<file path="src/hw/rtl/nlt_pkg.sv">
`default_nettype none

package nlt_pkg;

  // Table geometry.
  localparam int NUM_PORTS = 4;
  localparam int IDX_W     = (NUM_PORTS > 1) ? $clog2(NUM_PORTS) : 1;
  // A table request reports at most four ports.
  localparam int TBL_N     = (NUM_PORTS < 4) ? NUM_PORTS : 4;
  localparam int MASK_W    = 4;
  localparam int TIMER_W   = 16;
  localparam int ADDR_W    = 64;

  localparam logic [TIMER_W-1:0] TIMEOUT_RESET = 16'd1000;

  typedef enum logic [1:0] {
    CMD_ANNOUNCE  = 2'd0,
    CMD_HEARTBEAT = 2'd1,
    CMD_TICK      = 2'd2,
    CMD_TABLE     = 2'd3
  } nlt_cmd_t;

  // One request on the input channel.
  typedef struct packed {
    nlt_cmd_t           command;
    logic [1:0]         port;
    logic               is_ack;
    logic [ADDR_W-1:0]  addr_hi;
    logic [ADDR_W-1:0]  addr_lo;
  } nlt_request_t;

  // One result on the output channel.
  typedef struct packed {
    logic               ack_wanted;
    logic               send_discover;
    logic [MASK_W-1:0]  expired_mask;
    logic [1:0]         entry_port;
    logic [ADDR_W-1:0]  entry_addr_hi;
    logic [ADDR_W-1:0]  entry_addr_lo;
    logic               entry_reachable;
    logic               last;
  } nlt_result_t;

  // One port's entry as seen by the update unit.
  typedef struct packed {
    logic [ADDR_W-1:0]  addr_hi;
    logic [ADDR_W-1:0]  addr_lo;
    logic               reachable;
    logic [TIMER_W-1:0] count;
    logic               active;
  } nlt_entry_t;

  // Status from the update unit back to the sequencer.
  typedef struct packed {
    logic match;
    logic expired;
  } nlt_unit_flags_t;

endpackage

`default_nettype wire

</file>
<file path="src/hw/rtl/nlt_update_unit.sv">
`default_nettype none

module nlt_update_unit
  import nlt_pkg::*;
(
  input  nlt_cmd_t                 cmd,
  input  logic [ADDR_W-1:0]        req_addr_hi,
  input  logic [ADDR_W-1:0]        req_addr_lo,
  input  logic [TIMER_W-1:0]       timeout_ticks,
  input  nlt_entry_t               entry_cur,
  output nlt_entry_t               entry_nxt,
  output nlt_unit_flags_t          flags
);

  logic addr_eq;
  logic count_low;

  // The one wide compare and the one timer decrement, shared by all ports.
  assign addr_eq   = (entry_cur.addr_hi == req_addr_hi) && (entry_cur.addr_lo == req_addr_lo);
  assign count_low = (entry_cur.count <= TIMER_W'(1));

  // Work out the entry's next contents for the current command.
  always_comb begin
    entry_nxt     = entry_cur;
    flags.match   = addr_eq;
    flags.expired = 1'b0;
    case (cmd)
      CMD_ANNOUNCE: begin
        entry_nxt.addr_hi   = req_addr_hi;
        entry_nxt.addr_lo   = req_addr_lo;
        entry_nxt.reachable = 1'b1;
        entry_nxt.count     = timeout_ticks;
        entry_nxt.active    = 1'b1;
      end
      CMD_HEARTBEAT: begin
        if (addr_eq) begin
          entry_nxt.reachable = 1'b1;
          entry_nxt.count     = timeout_ticks;
          entry_nxt.active    = 1'b1;
        end
      end
      CMD_TICK: begin
        if (entry_cur.active) begin
          if (count_low) begin
            entry_nxt.count     = '0;
            entry_nxt.active    = 1'b0;
            entry_nxt.reachable = 1'b0;
            flags.expired       = 1'b1;
          end else begin
            entry_nxt.count = entry_cur.count - TIMER_W'(1);
          end
        end
      end
      CMD_TABLE: begin
        entry_nxt = entry_cur;
      end
      default: begin
        entry_nxt = entry_cur;
      end
    endcase
  end

endmodule

`default_nettype wire

</file>
<file path="src/hw/rtl/neighbor_liveness_table.sv">
// Channel  Direction  Handshake          Payload
// in_      in         in_valid/in_stall  nlt_request_t (command, port, is_ack, address)
// out_     out        out_valid/out_stall nlt_result_t (flags, mask, entry, last)
// cfg_     in         cfg_valid/cfg_ready 16-bit timeout_ticks
//
// A request is taken while the sequencer is idle, then a sequencer walks the port table through
// one shared update unit, one port per cycle while no output stall holds it. Announce and heartbeat
// visit the named port only, a tick visits every port and a table request the first min(NUM_PORTS, 4).
// Output stalls hold the walk, since each result waits for the output register.
// The next request is taken while the final result still waits in that register.
// Synchronous active-low reset clears the table, the timers and the timeout to 1000.
`default_nettype none

module neighbor_liveness_table
  import nlt_pkg::*;
(
  input  logic               clk,
  input  logic               rst_n,
  input  logic               in_valid,
  output logic               in_stall,
  input  nlt_request_t       in_data,
  output logic               out_valid,
  input  logic               out_stall,
  output nlt_result_t        out_data,
  input  logic               cfg_valid,
  output logic               cfg_ready,
  input  logic [TIMER_W-1:0] cfg_data
);

  typedef enum logic [1:0] {
    ST_IDLE = 2'b01,
    ST_WALK = 2'b10
  } nlt_state_t;

  nlt_state_t         state_r, state_nxt;
  nlt_request_t       req_r;
  logic [IDX_W-1:0]   idx_r, idx_nxt;
  logic [MASK_W-1:0]  mask_r, mask_nxt;
  logic [TIMER_W-1:0] tmo_r;

  logic [ADDR_W-1:0]  addr_hi_r [NUM_PORTS];
  logic [ADDR_W-1:0]  addr_lo_r [NUM_PORTS];
  logic               reach_r   [NUM_PORTS];
  logic [TIMER_W-1:0] count_r   [NUM_PORTS];
  logic               active_r  [NUM_PORTS];

  logic               out_valid_r;
  nlt_result_t        out_data_r;

  nlt_entry_t         entry_cur, entry_nxt;
  nlt_unit_flags_t    flags;
  nlt_result_t        res;
  logic               idx_ok;
  logic               port_ok;
  logic               last_step;
  logic               emit;
  logic               out_free;
  logic               go;
  logic               wr_en;
  logic [MASK_W-1:0]  new_bit;

  assign in_stall  = (state_r != ST_IDLE);
  assign cfg_ready = 1'b1;
  assign out_valid = out_valid_r;
  assign out_data  = out_data_r;
  assign out_free  = !out_valid_r || !out_stall;

  // Timeout register.
  always_ff @(posedge clk) begin
    if (!rst_n) begin
      tmo_r <= TIMEOUT_RESET;
    end else if (cfg_valid && cfg_ready) begin
      tmo_r <= cfg_data;
    end
  end

  // Read the entry the sequencer is pointing at.
  assign idx_ok  = (int'(idx_r) < NUM_PORTS);
  assign port_ok = (int'(req_r.port) < NUM_PORTS);

  always_comb begin
    entry_cur = '0;
    if (idx_ok) begin
      entry_cur.addr_hi   = addr_hi_r[idx_r];
      entry_cur.addr_lo   = addr_lo_r[idx_r];
      entry_cur.reachable = reach_r[idx_r];
      entry_cur.count     = count_r[idx_r];
      entry_cur.active    = active_r[idx_r];
    end
  end

  nlt_update_unit u_unit (
    .cmd           (req_r.command),
    .req_addr_hi   (req_r.addr_hi),
    .req_addr_lo   (req_r.addr_lo),
    .timeout_ticks (tmo_r),
    .entry_cur     (entry_cur),
    .entry_nxt     (entry_nxt),
    .flags         (flags)
  );

  // Step control: when this step finishes the request and when it gives a result.
  always_comb begin
    case (req_r.command)
      CMD_TICK:  last_step = (idx_r == IDX_W'(NUM_PORTS - 1));
      CMD_TABLE: last_step = (idx_r == IDX_W'(TBL_N - 1));
      default:   last_step = 1'b1;
    endcase
  end

  assign emit    = (req_r.command == CMD_TABLE) || last_step;
  assign go      = (state_r == ST_WALK) && (!emit || out_free);
  assign wr_en   = go && idx_ok &&
                   ((req_r.command == CMD_TICK) ||
                    (((req_r.command == CMD_ANNOUNCE) || (req_r.command == CMD_HEARTBEAT))
                     && port_ok));
  assign new_bit = flags.expired ? (MASK_W'(1) << idx_r) : '0;

  // Result for the current step.
  always_comb begin
    res      = '0;
    res.last = last_step;
    case (req_r.command)
      CMD_ANNOUNCE: begin
        res.ack_wanted = port_ok && !req_r.is_ack;
      end
      CMD_HEARTBEAT: begin
        res.send_discover = port_ok && !flags.match;
      end
      CMD_TICK: begin
        res.expired_mask = mask_r | new_bit;
      end
      CMD_TABLE: begin
        if (entry_cur.reachable) begin
          res.entry_port      = 2'(idx_r);
          res.entry_addr_hi   = entry_cur.addr_hi;
          res.entry_addr_lo   = entry_cur.addr_lo;
          res.entry_reachable = 1'b1;
        end
      end
      default: begin
        res = '0;
      end
    endcase
  end

  // Sequencer next state.
  always_comb begin
    state_nxt = state_r;
    idx_nxt   = idx_r;
    mask_nxt  = mask_r;
    case (state_r)
      ST_IDLE: begin
        if (in_valid) begin
          state_nxt = ST_WALK;
          mask_nxt  = '0;
          if ((in_data.command == CMD_TICK) || (in_data.command == CMD_TABLE)) begin
            idx_nxt = '0;
          end else begin
            idx_nxt = IDX_W'(in_data.port);
          end
        end
      end
      ST_WALK: begin
        if (go) begin
          mask_nxt = mask_r | new_bit;
          idx_nxt  = idx_r + IDX_W'(1);
          if (last_step) begin
            state_nxt = ST_IDLE;
          end
        end
      end
      default: begin
        state_nxt = ST_IDLE;
      end
    endcase
  end

  always_ff @(posedge clk) begin
    if (!rst_n) begin
      state_r <= ST_IDLE;
      idx_r   <= '0;
      mask_r  <= '0;
    end else begin
      state_r <= state_nxt;
      idx_r   <= idx_nxt;
      mask_r  <= mask_nxt;
    end
  end

  // Capture the request when it is taken.
  always_ff @(posedge clk) begin
    if (in_valid && !in_stall) begin
      req_r <= in_data;
    end
  end

  // Port table, written back from the update unit.
  always_ff @(posedge clk) begin
    if (!rst_n) begin
      for (int p = 0; p < NUM_PORTS; p++) begin
        addr_hi_r[p] <= '0;
        addr_lo_r[p] <= '0;
        reach_r[p]   <= 1'b0;
        count_r[p]   <= '0;
        active_r[p]  <= 1'b0;
      end
    end else if (wr_en) begin
      addr_hi_r[idx_r] <= entry_nxt.addr_hi;
      addr_lo_r[idx_r] <= entry_nxt.addr_lo;
      reach_r[idx_r]   <= entry_nxt.reachable;
      count_r[idx_r]   <= entry_nxt.count;
      active_r[idx_r]  <= entry_nxt.active;
    end
  end

  // Output register.
  always_ff @(posedge clk) begin
    if (!rst_n) begin
      out_valid_r <= 1'b0;
    end else if (go && emit) begin
      out_valid_r <= 1'b1;
    end else if (!out_stall) begin
      out_valid_r <= 1'b0;
    end
  end

  always_ff @(posedge clk) begin
    if (go && emit) begin
      out_data_r <= res;
    end
  end

  // A taken request always starts the walk.
  a_accept_walks: assert property (@(posedge clk) disable iff (!rst_n)
    (in_valid && !in_stall) |=> (state_r == ST_WALK))
    else $error("request taken but sequencer did not start");

  // Going idle leaves the final result of the request in the output register.
  a_idle_after_last: assert property (@(posedge clk) disable iff (!rst_n)
    $fell(in_stall) |-> (out_valid && out_data.last))
    else $error("sequencer went idle without a final result");

  // Acknowledgement and discovery are never asked for together.
  a_ack_disc: assert property (@(posedge clk) disable iff (!rst_n)
    out_valid |-> !(out_data.ack_wanted && out_data.send_discover))
    else $error("acknowledgement and discovery in one result");

  // An unreachable entry reports no port and no address.
  a_unreach_zero: assert property (@(posedge clk) disable iff (!rst_n)
    (out_valid && !out_data.entry_reachable) |->
      ((out_data.entry_port == 2'd0) && (out_data.entry_addr_hi == '0) &&
       (out_data.entry_addr_lo == '0)))
    else $error("unreachable entry carries port or address");

endmodule

`default_nettype wire
</file>
<file path="config.mk">
export PLATFORM = sky130hd
export DESIGN_NAME = neighbor_liveness_table
export DESIGN_NICKNAME = d
export VERILOG_FILES = /design/src/hw/rtl/nlt_pkg.sv /design/src/hw/rtl/nlt_update_unit.sv /design/src/hw/rtl/neighbor_liveness_table.sv
export SDC_FILE = /design/constraint.sdc
export NUM_CORES = 1
export LEC_CHECK = 0
export ABC_AREA = 1
export BUFFER_PORTS_ARGS = -buffer_cell sky130_fd_sc_hd__buf_2
export CORE_MARGIN = 10
export CORE_UTILIZATION = 55
export DETAILED_ROUTE_END_ITERATION = 8
export GPL_ROUTABILITY_DRIVEN = 0
export PLACE_DENSITY = 0.75
export SYNTH_ARGS = -nofsm -noshare
export SYNTH_HDL_FRONTEND = slang
export SYNTH_SLANG_ARGS = --single-unit
</file>
<file path="constraint.sdc">
create_clock -name clk -period 14.05 [get_ports clk]
set_clock_uncertainty 0.05 [all_clocks]
set_input_delay 0 -clock clk [delete_from_list [all_inputs] [get_ports clk]]
set_output_delay 0 -clock clk [all_outputs]
set_load 0.01 [all_outputs]
</file>
### Word level (Yosys, flattened, before mapping)

Memory sizes are Yosys's and may differ from the RTL's. A register that Yosys moved wholly into a read port is not among the register bits.
Index checks and enable logic that the tools add are counted.

| word-level totals | value |
|---|---|
| bits of input ports | 154 |
| register bits | 294 |
| bits in read-only memories | 0 |
| memory bits (writable) | 584 |
| memories | 5 |
| latch bits | 0 |

Memory list:

| memory | depth | width | rd ports | clocked after Yosys merged registers in | wr ports | RTL line | source |
|---|---|---|---|---|---|---|---|
| addr_hi_r | 4 | 64 | 1 | 1 | 4 | neighbor_liveness_table.sv:41 | `logic [ADDR_W-1:0] addr_hi_r [NUM_PORTS];` |
| addr_lo_r | 4 | 64 | 1 | 1 | 4 | neighbor_liveness_table.sv:42 | `logic [ADDR_W-1:0] addr_lo_r [NUM_PORTS];` |
| count_r | 4 | 16 | 1 | 1 | 4 | neighbor_liveness_table.sv:44 | `logic [TIMER_W-1:0] count_r [NUM_PORTS];` |
| active_r | 4 | 1 | 1 | 1 | 4 | neighbor_liveness_table.sv:45 | `logic active_r [NUM_PORTS];` |
| reach_r | 4 | 1 | 1 | 1 | 4 | neighbor_liveness_table.sv:43 | `logic reach_r [NUM_PORTS];` |

| operators by class | value |
|---|---|
| add/subtract/negate cells | 2 |
| divide/modulo/power cells | 0 |
| shifts and indexed selects | 1 |
| $lt $le $gt $ge | 1 |
| reductions and logical operators | 28 |
| equal/unequal tests | 15 |
| mux-type cells | 55 |
| $mul | 0 |
| bitwise gates (word level) | 1 |

Operators by type and width:

| kind | number |
|---|---|
| $eq 64x64->1 | 2 |
| $mux 128 | 1 |
| $mux 64 | 2 |
| $reduce_or 64->1 | 2 |
| $pmux 18 s4 | 1 |
| $mux 2 | 21 |
| $mux 18 | 2 |
| $mux 16 | 2 |
| $mux 1 | 20 |
| $le 16x1->1 const B | 1 |
| $reduce_or 16->1 | 1 |
| $sub 16x1->16 const B | 1 |
| $eq 2x2->1 const B | 6 |
| $mux 4 | 3 |
| $pmux 2 s2 | 2 |
| $pmux 4 s2 | 1 |
| $logic_not 1->1 | 6 |
| $logic_or 1x1->1 | 6 |
| $ne 2x2->1 const B | 3 |
| $reduce_and 3->1 | 2 |
| $logic_and 1x1->1 | 5 |
| $eq 2x1->1 const B | 2 |
| $ne 2x1->1 const B | 2 |
| $or 4x4->4 | 1 |
| 7 further kinds | 8 |

### Logic depth before layout (Yosys ltp)

| depth | value |
|---|---|
| depth after elaboration | 13 |
| mapped depth | 23 |
| gate-level depth less buffers | 19 |

### By module

From an unflattened synthesis, not the netlist that was laid out.

| second synthesis, totals | value |
|---|---|
| cells, all modules | 4,008 |
| area total of the unflattened synthesis | 40,787.9 um^2 |

By module, submodules not included:

| module | area each (um^2) | sequential area each (um^2) | times used | cells an instance |
|---|---|---|---|---|
| neighbor_liveness_table | 35,753.0 | 26,095.0 | 1 | 3,075 |
| nlt_update_unit | 5,034.8 | 0.0 | 1 | 933 |

### Worst setup path after synthesis

No wires, ideal clock.

| timing path | value |
|---|---|
| path kind | register to register |
| start point | reg idx_r[0] |
| end point | mem active_r[3], enable pin |
| cell stages (with the launch flop) | 9 |
| arrival | 11.734 ns |
| setup time | 0.865 ns |
| data required time | 13.135 ns |
| setup slack | 1.401 ns |
| cells stage by stage | dfxtp_1 > ha_1 > nor2_1 > nand2_1 > nand2_1 > nand2_1 > inv_1 > nand2_1 > o31ai_1 |

RTL lines:

| what | RTL line | source |
|---|---|---|
| start: declaration | neighbor_liveness_table.sv:37 | `logic [IDX_W-1:0] idx_r, idx_nxt;` |
| start signal: assignment | neighbor_liveness_table.sv:186 | `idx_r <= idx_nxt;` |
| end: declaration | neighbor_liveness_table.sv:45 |  |

==> reports/metrics.cfg <==
[power_and_ir_drop]
p_per_area_mw_per_mm2=133
ir_drop_v=0.000103
p_leak_nw=19.5

[drt]
viasPerCell=5.51
drc=0
first_iter_violations=3249
routed-via-count=31160
drt_wl_total_um=110000
post_drt_wl_per_cell_um=19.4
first_pass_iters=6
ant_nets=0

[clocking]
post_cts_resized=0
cts.sinks=880
clk_pin_slew_ns=0.06
clk_path_buf_depth=3
postCtsSetupBuffers=0
cts_tree=done
cts-buffers-inserted=92
htree_levels=3
clk_root_buffer_cell=clkbuf_16
holdBufCountCts=256
clk_latency_ns=0.66

[synth]
ys_top_cells_by_area=edfxtp_1, nand2_1, nor2_1, nand3_1, inv_1
synth.yosys.seq_area_share_pct=65.6
ys_seq_elements=880
syn_avg_cell_area_sq_um=9.53
synth_top_area_share_pct=63.9
synth_largest_area_cell=edfxtp_1
synth-edff-count=847
ys.flop_type=edfxtp_1
syn-num-nets=4333
ys_types=32
ys_warn_count=0
synthArstFlopShare_pct=0
netlist_area_sq_mm=0.0398
synth_cells=4173

[critical_path]
critPathRequiredTime_ns=14.26
crit_arrival_ns=5.73
path_cells=ha_1 > nor2_1 > nand2_1 > nand2_1 > nand2_1 > inv_1 > nand2_1 > nor2_4 > buf_4 > inv_2 > nor2_1 > inv_1 > nor2_1 > inv_6 > nand2_4 > buf_4 > buf_4
worstPathMaxFanout=81
crit_path_frequent_cell=nand2_1
crit_path_start_kind=flop
crit_type=reg2reg
slowest_stage=buf_4
cpPeakStageDelay_ns=0.79
end_kind=flop

[status]
status=complete, no violations

[sta]
fin_setup_tns_ns=0
hold_viol=0
max_freq_mhz=181
relSlewSlack_pct=29.8
min_period_ns=5.52
whs_ns=0.0164
post-route-period-util_pct=39.3
setup_violations=0
rsz0062_at_grt=false
worstMarginPinSlew_ns=1.05
report.final.slew_viol_count=0

[final_layout]
num_antenna_cells=0
utilization_pct=66.5
final_nets=4790
final_cell_mix=nand2_1, edfxtp_1, nor2_1, nand3_1, inv_1
layout_commonest_cell=nand2_1
area_growth_pct=19.7
fillers=5254
drive_gt1_share_pct=10.2

[die]
row_count=98
die_w_um=289
io_pins=295
chipHeight_um=289
core_sq_mm=0.0716
start_util_pct=55.6
die_area_sq_mm=0.0835

[grt]
grt_pass1_vias=30787
grt_max_degree=181
antenna_found_initial=1
grt_pass1_wl_um=168000
grt_use_total_pct=25.8
gr-total-overflow=0

[hold_path]
min_path_type=in2reg

[placed_design]
hpwlAfterDp_um=60400
portBuffers=293

[job]
maxCapViolations=0

Yosys cell counts, types with 2 or more instances:
master and count:
a211oi_1 2, nor2_4 2, nand3_1 473, nand4_1 6
nor3_1 8, inv_1 311, nor2_1 645, nand2_1 1356
clkinv_1 2, o21bai_1 4, edfxtp_1 847, xor2_1 10
o21ai_0 160, xnor2_1 4, buf_6 6, ha_1 6
dfxtp_1 33, o21ai_1 4, a21oi_1 50, inv_2 3
buf_2 68, nor3_2 2, buf_1 8, clkbuf_1 126
nand3b_1 23, buf_4 8
critical path: cells and delay by family (launching register included):
family / cells / cell delay [ns]
flops: 1 / 0.36
fa+ha+maj: 1 / 0.25
simple gates: 9 / 1.65
buf+inv: 7 / 2.69
kinds of logic after synthesis:
family	Yosys count	share of synthesized area, %
flops	880	65.6
compound gates	224	2.88
xor+xnor	14	0.308
simple gates	2516	25.6
other cells	1	0.00943
buf+inv	532	5.42
fa+ha+maj	6	0.189
path summary, 6_finish.rpt:
check                   start               to  slack [ns]  cells past startpoint
setup / recovery     idx_r[0]  addr_hi_r[1][3]        8.53                     17
hold / removal    in_data[72]        req_r[72]        0.02                      2
setup reg to reg     idx_r[0]  addr_hi_r[1][3]        8.53                     17
hold reg to reg    reach_r[1]       reach_r[1]        0.43                      2
sequential cells by signal (all words and copies together) (netlist names), named ones only:
signal,count
addr_hi_r,256
addr_lo_r,256
out_data,138
req_r,131
count_r,64
tmo_r,16
active_r,4
mask_r,4
reach_r,4
idx_r,2
state_r,2
out_valid,1
stage by stage:
| stage | setup WS [ns] | instance area (sq um) | instances | total power, mW |
|---|---|---|---|---|
| detailed placement | 8.59 | 41800 | 5230 | 3.68 |
| floorplan | 1.40 | 39800 | 4173 | 3.50 |
| finish | 8.53 | 47600 | 5658 | 6.32 |
| global placement | 8.55 | 41800 | 5230 | 3.67 |
| global route | 8.10 | 47600 | 5658 | 6.52 |
| CTS | 8.52 | 47600 | 5658 | 6.31 |
power by group:
part	internal [mW]	total (mW)	leakage, nW	switching [mW]
Sequential	2.97	3.03	8.61	0.0568
Clock	1.57	2.62	1.58	1.04
Combinational	0.209	0.676	9.35	0.467
layout make-up:
cell class / count / area [sq um] / area share (%)
sequential: 880 / 26100 / 54.8
multi-input combinational: 2761 / 11600 / 24.3
timing repair buffer: 579 / 4280 / 8.99
clock buffer: 116 / 2480 / 5.22
inverter: 316 / 1220 / 2.57
tap: 950 / 1190 / 2.50
clock inverter: 56 / 762 / 1.60
routing by layer:
layer	vias to the layer above	GRT usage, %	routed length (um)
met3	299	4.19	9250
met2	1509	44.1	54300
met4	2	11.7	4720
met1	14686	32.1	41300
met5	-	0	13
li1	14664	-	-
Power figures use the tool's default switching activity.
